$ cat config.mk
export PLATFORM = sky130hd
export DESIGN_NAME = srhc_ctrl
export DESIGN_NICKNAME = d
export VERILOG_FILES = /design/src/hdl/srhc_pkg.sv /design/src/hdl/srhc_ctrl.sv
export SDC_FILE = /design/constraint.sdc
export NUM_CORES = 1
export LEC_CHECK = 0
export BUFFER_PORTS_ARGS = -buffer_cell sky130_fd_sc_hd__clkbuf_2
export CELL_PAD_IN_SITES_DETAIL_PLACEMENT = 0
export CELL_PAD_IN_SITES_GLOBAL_PLACEMENT = 1
export CORE_AREA = 4 4 41 43
export DETAILED_ROUTE_END_ITERATION = 12
export DIE_AREA = 0 0 45 47
export PLACE_DENSITY = 0.49
export SETUP_SLACK_MARGIN = 0.5
export SLEW_MARGIN = 10
export SYNTH_ARGS = -nofsm -noshare
export SYNTH_HDL_FRONTEND = slang
export SYNTH_SLANG_ARGS = --single-unit
$ cat constraint.sdc
create_clock -name clk -period 1.3 [get_ports clk]
set_input_delay 0.26 -clock clk [delete_from_list [all_inputs] [get_ports clk]]
set_output_delay 0.26 -clock clk [all_outputs]
set_load 0.02 [all_outputs]
$ cat src/hdl/srhc_pkg.sv
package srhc_pkg;

  localparam int unsigned MAX_REGIONS_DEFAULT = 64;

  localparam int unsigned COORD_W  = 16;
  localparam int unsigned SIZE_W   = 15;
  localparam int unsigned SQ_W     = 2 * SIZE_W;
  localparam int unsigned DIST_W   = 16;
  localparam int unsigned DSQ_W    = 2 * DIST_W;
  localparam int unsigned AREA_W   = 40;
  localparam int unsigned SUM_W    = 46;
  localparam int unsigned OCNT_W   = 7;
  localparam int unsigned OIDX_W   = 6;

  // circle area 804/256 * r*r, rectangle 4*a*b, both with 8 fractional bits
  localparam logic [9:0]  CIRCLE_AREA_K   = 10'd804;
  localparam int unsigned RECT_AREA_SHIFT = 10;

  localparam logic [OCNT_W-1:0] OCNT_MAX = 7'd127;

  localparam logic OP_INSERT    = 1'b0;
  localparam logic OP_QUERY     = 1'b1;
  localparam logic SHAPE_CIRCLE = 1'b0;
  localparam logic SHAPE_RECT   = 1'b1;
  localparam logic STATUS_OK    = 1'b0;
  localparam logic STATUS_FULL  = 1'b1;

  typedef enum logic [2:0] {
    ST_IDLE,
    ST_INS_MUL,
    ST_INS_SCALE,
    ST_INS_COMMIT,
    ST_QUERY,
    ST_DONE
  } srhc_state_t;

  typedef struct packed {
    logic load_in;
    logic ins_mul;
    logic ins_scale;
    logic ins_commit;
    logic scan_en;
    logic out_load;
  } srhc_cmd_t;

  typedef struct packed {
    logic op_query;
    logic reject;
    logic scan_idle;
    logic out_busy;
  } srhc_stat_t;

  typedef struct packed {
    logic                      rect;
    logic signed [COORD_W-1:0] cx;
    logic signed [COORD_W-1:0] cy;
    logic [SIZE_W-1:0]         a;
    logic [SIZE_W-1:0]         b;
    logic [SQ_W-1:0]           rr;
  } srhc_entry_t;

endpackage

$ cat src/hdl/srhc_ctrl.sv
module srhc_ctrl (
  input  logic               clk,
  input  logic               rst,
  input  logic               in_valid,
  output logic               in_ready,
  input  srhc_pkg::srhc_stat_t stat,
  output srhc_pkg::srhc_cmd_t  cmd
);
  import srhc_pkg::*;

  srhc_state_t state, state_next;

  always_ff @(posedge clk) begin
    if (rst) begin
      state <= ST_IDLE;
    end else begin
      state <= state_next;
    end
  end

  always_comb begin
    state_next = state;
    cmd        = '0;
    in_ready   = 1'b0;
    case (state)
      ST_IDLE: begin
        in_ready = 1'b1;
        if (in_valid) begin
          cmd.load_in = 1'b1;
          state_next  = ST_INS_MUL;
        end
      end
      ST_INS_MUL: begin
        // the latched op decides the path
        if (stat.op_query) begin
          state_next = ST_QUERY;
        end else if (stat.reject) begin
          state_next = ST_DONE;
        end else begin
          cmd.ins_mul = 1'b1;
          state_next  = ST_INS_SCALE;
        end
      end
      ST_INS_SCALE: begin
        cmd.ins_scale = 1'b1;
        state_next    = ST_INS_COMMIT;
      end
      ST_INS_COMMIT: begin
        cmd.ins_commit = 1'b1;
        state_next     = ST_DONE;
      end
      ST_QUERY: begin
        cmd.scan_en = 1'b1;
        if (stat.scan_idle) begin
          state_next = ST_DONE;
        end
      end
      ST_DONE: begin
        if (!stat.out_busy) begin
          cmd.out_load = 1'b1;
          state_next   = ST_IDLE;
        end
      end
      default: begin
        state_next = ST_IDLE;
      end
    endcase
  end

endmodule

; Word-level counts from Yosys, hierarchy flattened
; Index checks and enable logic that the tools add are counted.
[totals]
word_cells = 28
output_inout_bits = 7
input_bits = 7
register_bits = 3
[classes]
reduce_logical = 2
eq_ne = 8
muxes = 17
[op_table]
columns = op, count
row1 = $pmux W3 S6, 1
row2 = $mux W3, 5
row3 = $mux W1, 11
row4 = $eq A3 B2 Y1 const B, 2
row5 = $eq A3 B3 Y1 const B, 2
row6 = $ne A2 B2 Y1 const B, 3
row7 = $eq A3 B1 Y1 const B, 1
row8 = $logic_not A3 Y1, 1
row9 = $reduce_and A3 Y1, 1

; Depth between registers and ports, before layout
; Gate-level depths: netlist (run 1).
[logic_depth]
depth_word = 3
ltp_mapped = 4
mapped_depth_nobuf = 3

; Worst setup path before layout (run 1)
; No wires, ideal clock.
[synth_path]
kind = register -> output
from = reg state[0]
to = out cmd[5] (netlist name)
path_buffers = 1
required_time_ps = 1040
path_slack_ps = -264
stages_incl_launch_ff = 4
t_arrival_ps = 1304
cell_sequence = dfxtp_1 -> buf_4 -> nor3_1 -> and2_1
[synth_lines]
columns = item, line
row1 = start: declaration, srhc_ctrl.sv:11  ; srhc_state_t state, state_next;
row2 = start signal: assignment, srhc_ctrl.sv:17  ; state <= state_next;
row3 = end: declaration, srhc_ctrl.sv:7  ; output srhc_pkg::srhc_cmd_t cmd

==> results of run 1 <==
[logic make-up after synthesis]
family / share of synthesized area, %
mux: 8.29
buf+inv: 7.77
flops: 24.9
simple gates: 53.4
compound gates: 5.70
[critical path, delay by kind of cell, from the launching register on]
| family | cells | cell delay [ns] |
|---|---|---|
| and+or+nand+nor | 2 | 0.53 |
| DFF | 1 | 0.30 |
| buffers and inverters | 1 | 0.17 |
[layout make-up]
| cell class | instances | area, µm² |
|---|---|---|
| fillers | 142 | 773 |
| multi-input cells | 22 | 228 |
| clock buffers | 4 | 26.3 |
| flip-flops and latches | 3 | 65.1 |
| well taps | 15 | 18.8 |
| repair buffers | 20 | 190 |
[power by group through the flow]
stage,Clock (mW),Sequential [mW],Combinational [mW]
6_report,0.173,0.133,0.331
5_1_grt,0.185,0.135,0.353
4_1_cts,0.181,0.133,0.317
3_5_place_dp,0,0.132,0.220
3_3_place_gp,0,0.131,0.217
2_1_floorplan,0,0.125,0.152
[metal layers]
metal,share of wire (%),track usage (%),vias to the layer above
li1,-,-,143
met1,38,9.50,137
met2,53,14.4,14
met3,8.4,4.98,0
met4,0,3.51,0
met5,0,0,-
[layout by cell type (no fill, tap or decap), drive strengths merged]
cell type and n:
nor2b 1, and3b 1, a21oi 1, mux2i 2, nand2b 3, or3 2, nor3b 3, dfxtp 3
nand3b 1, nor3 4, and2 1, clkbuf 17, o41ai 1, nor2 2, buf 7
[worst paths after layout]
path                                       startpoint                     to  slack, ns  cells after the start
worst min register to register  state[2]$_SDFFE_PP0P_  state[1]$_SDFFE_PP0P_       0.55                      1
worst max register to register  state[0]$_SDFFE_PP0P_  state[0]$_SDFFE_PP0P_       0.14                      5
worst max-delay path            state[1]$_SDFFE_PP0P_                 cmd[4]      -0.19                      3
worst min-delay path                              rst  state[2]$_SDFFE_PP0P_       0.24                      2
[per-stage QoR]
stage                     setup WS (ns)  power [mW]  std cells  cell area, µm²  TNS (ns)
after global placement          -0.0701       0.348         56             380   -0.0701
after global routing             -0.223       0.673         64             528    -0.981
final                            -0.194       0.637         64             528    -0.620
after CTS                        -0.206       0.632         63             515    -0.713
after detailed placement        -0.0774       0.352         56             380   -0.0774
after floorplan                -0.00943       0.278         27             280  -0.00943
[repair_timing]
item / in CTS / in global routing
setup endpoints to repair: 10 / 10
setup buffers: 3 / 1
pin swaps: 2 / 2
gates resized for setup: 21 / 1
==> out/results.ini, run 1 <==
[run_status]
run_status=finished, violations left
violations=negative setup slack

[cts]
cts_buffers=3
clockBufferDepth=2
clock_latency_ns=0.24
htree_levels=1
cts_hold_buf=0
cts_tree=done
cts.sinks=3
cts-root-buf=clkbuf_4
clk_pin_slew_ns=0.04

[power_and_ir_drop]
power.internal_mw=0.421
p_comb_share_pct=52.0
p_sw_share_pct=33.9
p_seq_share_pct=20.9
power_switching_mw=0.216
p_leak_nw=0.225
powerDensity_mw_per_mm2=1210
ir_worst_vdd_uv=591
clockPowerShare_pct=27.1

[final_layout]
nNetsFinal=57
final_util_pct=40.6
drive_gt1_share_pct=77.6
n_antenna_cell=0
reg_top3=state x3
top_register=state
largest_reg_flops=3
area_delta_synth_final_pct=119

[global_route]
grt_pass1_vias=316
grt_max_degree=9
antenna_found_initial=0
grt_pass1_wl_um=1300
grt.total_usage_pct=8.83
grt-ovfl-total=0

[worst_setup_path]
slowest_delay_ns=0.35
endpoint_kind=output port
crit_path_top_delay_cell=or3_4
cp_cell_sequence=or3_4, nor3b_4, clkbuf_8
cp_max_fo=2
crit_type=register to output port
start_kind=register
arrival_ns=1.23
crit_required_ns=1.04

[timing]
rsz0062_at_grt=yes
fmax_ghz=0.670
setup_viol=7
worst_slew_pin_slew_ns=0.252
period_needed_ns=1.49
hold_viol=0
fin_crit_sh_pct=115
slew_headroom_pct=83.2
final.setup.worst_slack_ns=-0.194
report.final.slew_viol_count=0
clock_skew_ns=0.00401
hold_slack_ns=0.242

[synthesis]
synth.most_common_cell=nor3_1
synth_area_leaders=dfxtp_1, mux2i_1, nor3_1, nor3b_1, nand2b_4
syn-cell-area_um2=241
synth_edf_count=0
async_flop_share_pct=0
seq_area_frac_synth_pct=24.9
synth_seq_cells=3
synth_area_leader_cell=dfxtp_1
synth_cell_type_count=18
syn_area_per_cell_um2=8.94
syn_inst=27
yosysWarnings=0
synth_top_area_share_pct=24.9
synth_nets=34
synth_flop_cell=dfxtp_1
synthTopCellsByCount=nor3_1, dfxtp_1

[drt]
viasPerCell=4.59
drt_iter0_markers=2
postRouteAntennaNets=0
first_pass_iters=4
routed_wl_um=797
vias=294
wire_per_inst_um=12.5
remaining_drc_errors=0

[hold_path]
min_path_type=primary input to register

[die]
initial_utilization_pct=18.6
coreArea_mm2=0.00130
num_rows=13
chipWidth_um=45
die_h_um=47
dieArea_mm2=0.00212
num_io_pins=14

[placement]
portBuffers=13
hpwl_um=567
place.gp.congestion=0.699

[job]
drv_cap=0

Note: power is estimated with default switching activity, not from simulation.
==> run 2: changes to the inputs <==
Settings changed: SKIP_LAST_GASP set to 1.
Clock period 1.3 ns to 1.7 ns, I/O delays scaled along.
==> out/results.ini, run 2 (same netlist as run 1, synthesis figures left out) <==
[die]
dieArea_mm2=0.00212  ; unchanged
num_rows=13  ; unchanged
coreArea_mm2=0.00130  ; unchanged
num_io_pins=14  ; unchanged
die_h_um=47  ; unchanged
chipWidth_um=45  ; unchanged
initial_utilization_pct=18.6  ; unchanged

[final_layout]
area_delta_synth_final_pct=78.2
top_register=state
drive_gt1_share_pct=62.8  ; -15 points
reg_top3=state x3
nNetsFinal=51  ; -11%
instances_no_fill=58  ; -9.4%
n_antenna_cell=0  ; unchanged
fill_cells=140  ; -1.4%
mostFrequentLayoutCells=clkbuf_2, clkbuf_8, nor3_1, clkbuf_4, buf_4
largest_reg_flops=3  ; unchanged
final_common_cell=clkbuf_2

[global_route]
grt.total_usage_pct=6.95  ; -1.9 points
grt_pass1_wl_um=1010  ; -22%
grt-ovfl-total=0  ; unchanged
grt_max_degree=12  ; +3
antenna_found_initial=0  ; unchanged
grt_pass1_vias=241  ; -24%

[drt]
routed_wl_um=557  ; -30%
drt_iter0_markers=1  ; -1
postRouteAntennaNets=0  ; unchanged
first_pass_iters=4  ; unchanged
viasPerCell=4.21  ; -8.4%
vias=244  ; -17%
remaining_drc_errors=0  ; unchanged
wire_per_inst_um=9.60  ; -23%

[cts]
clock_latency_ns=0.23  ; about the same
clockBufferDepth=2  ; unchanged
post-cts-setup-buffers=0  ; -3
cts.sinks=3  ; unchanged
cts-root-buf=clkbuf_4
cts_tree=done
cts_buffers=3  ; unchanged
htree_levels=1  ; unchanged
clk_pin_slew_ns=0.04  ; about the same
cts_hold_buf=0  ; unchanged

[worst_setup_path]
worstReg2RegEnd=state[0]$_SDFFE_PP0P_
start_kind=register
cp_max_fo=2  ; unchanged
startpoint=state[1]$_SDFFE_PP0P_
rrSetupSlack_ns=0.57  ; +0.43 ns
crit_required_ns=1.36  ; +0.32 ns
arrival_ns=1.21  ; -0.02 ns
endpoint_kind=output port
timing.rr.start=state[1]$_SDFFE_PP0P_
crit_type=register to output port
reg2reg_depth=4  ; -1

[placement]
portBuffers=13  ; unchanged
post-place-ws_ns=0.147  ; +0.224 ns
placed_cells=54  ; -3.6%
hpwl_um=454  ; -20%
place.gp.congestion=0.699  ; about the same

[hold_path]
min_path_type=primary input to register
min_from=rst
worstHoldEndpoint=state[2]$_SDFFE_PP0P_
hold_depth=2  ; unchanged

[timing]
rsz0062_at_grt=yes
setup_viol=0  ; -7
worst_slew_pin_slew_ns=0.254  ; +0.00200 ns
fin_crit_sh_pct=91.3
clock_skew_ns=0.00461  ; +0.000601 ns
slew_headroom_pct=82.9  ; -0.32 points
hold_viol=0  ; unchanged
finalSetupTns_ns=0  ; +0.620 ns
period_needed_ns=1.55
report.final.slew_viol_count=0  ; unchanged
final.setup.worst_slack_ns=0.148  ; +0.342 ns
fmax_ghz=0.644

[run_status]
run_status=finished, final reports clean

[job]
drv_cap=0  ; unchanged

[power_and_ir_drop]
p_leak_nw=0.176  ; -22%
ir_worst_vdd_uv=291  ; -51%
powerDensity_mw_per_mm2=910  ; -25%
p_total_mw=0.392  ; -38%

==> run 2: layout make-up <==
type                    count  area [µm²]  share of cell area [%]
multi-input cells          22         195                    45.3
repair buffers             14         123                    28.5
flip-flops and latches      3        67.6                    15.7
clock buffers               4        26.3                    6.10
well taps                  15        18.8                    4.36
==> run 2: repair_timing <==
item | in CTS | in global routing
gates resized for setup | 18 | 4
pin swaps | 1 | 2
setup endpoints to repair | 8 | 7
==> run 2: stage by stage <==
| stage | hold WS [ns] | utilization, % | instance area (µm²) |
|---|---|---|---|
| floorplan | 0.409 | - | 264 |
| finish | 0.314 | 33.1 | 430 |
| detailed placement | 0.561 | 25.9 | 337 |
| global placement | 0.557 | 25.9 | 337 |
| CTS | 0.306 | 32.8 | 427 |
| global route | 0.336 | 33.1 | 430 |
==> run 2: worst max-delay path by stage <==
stage	end	slack (ns)
6_report	cmd[4]	0.15
5_1_grt	cmd[4]	0.09
4_1_cts	cmd[4]	0.13
3_5_place_dp	cmd[4]	0.15
3_3_place_gp	cmd[4]	0.16
2_1_floorplan	cmd[4]	0.31
==> run 2: worst max-delay path, stage by stage (launching register included) <==
cell	delay [ns]
dfxtp_1	0.30
or3_4	0.34
nor3b_4	0.17
clkbuf_8	0.16
==> run 2: routing by layer <==
layer	global-route usage, %	wire [µm]
met1	9.32	265
met4	3.51	0
met3	4.98	55
met5	0	0
met2	7.91	236
==> run 2: power breakdown <==
part,switching [mW],internal [mW],leakage [nW]
logic,0.0633,0.0893,0.135
registers,0.0311,0.0844,0.0259
clock network,0.0359,0.0879,0.0150
total,0.130,0.262,0.176
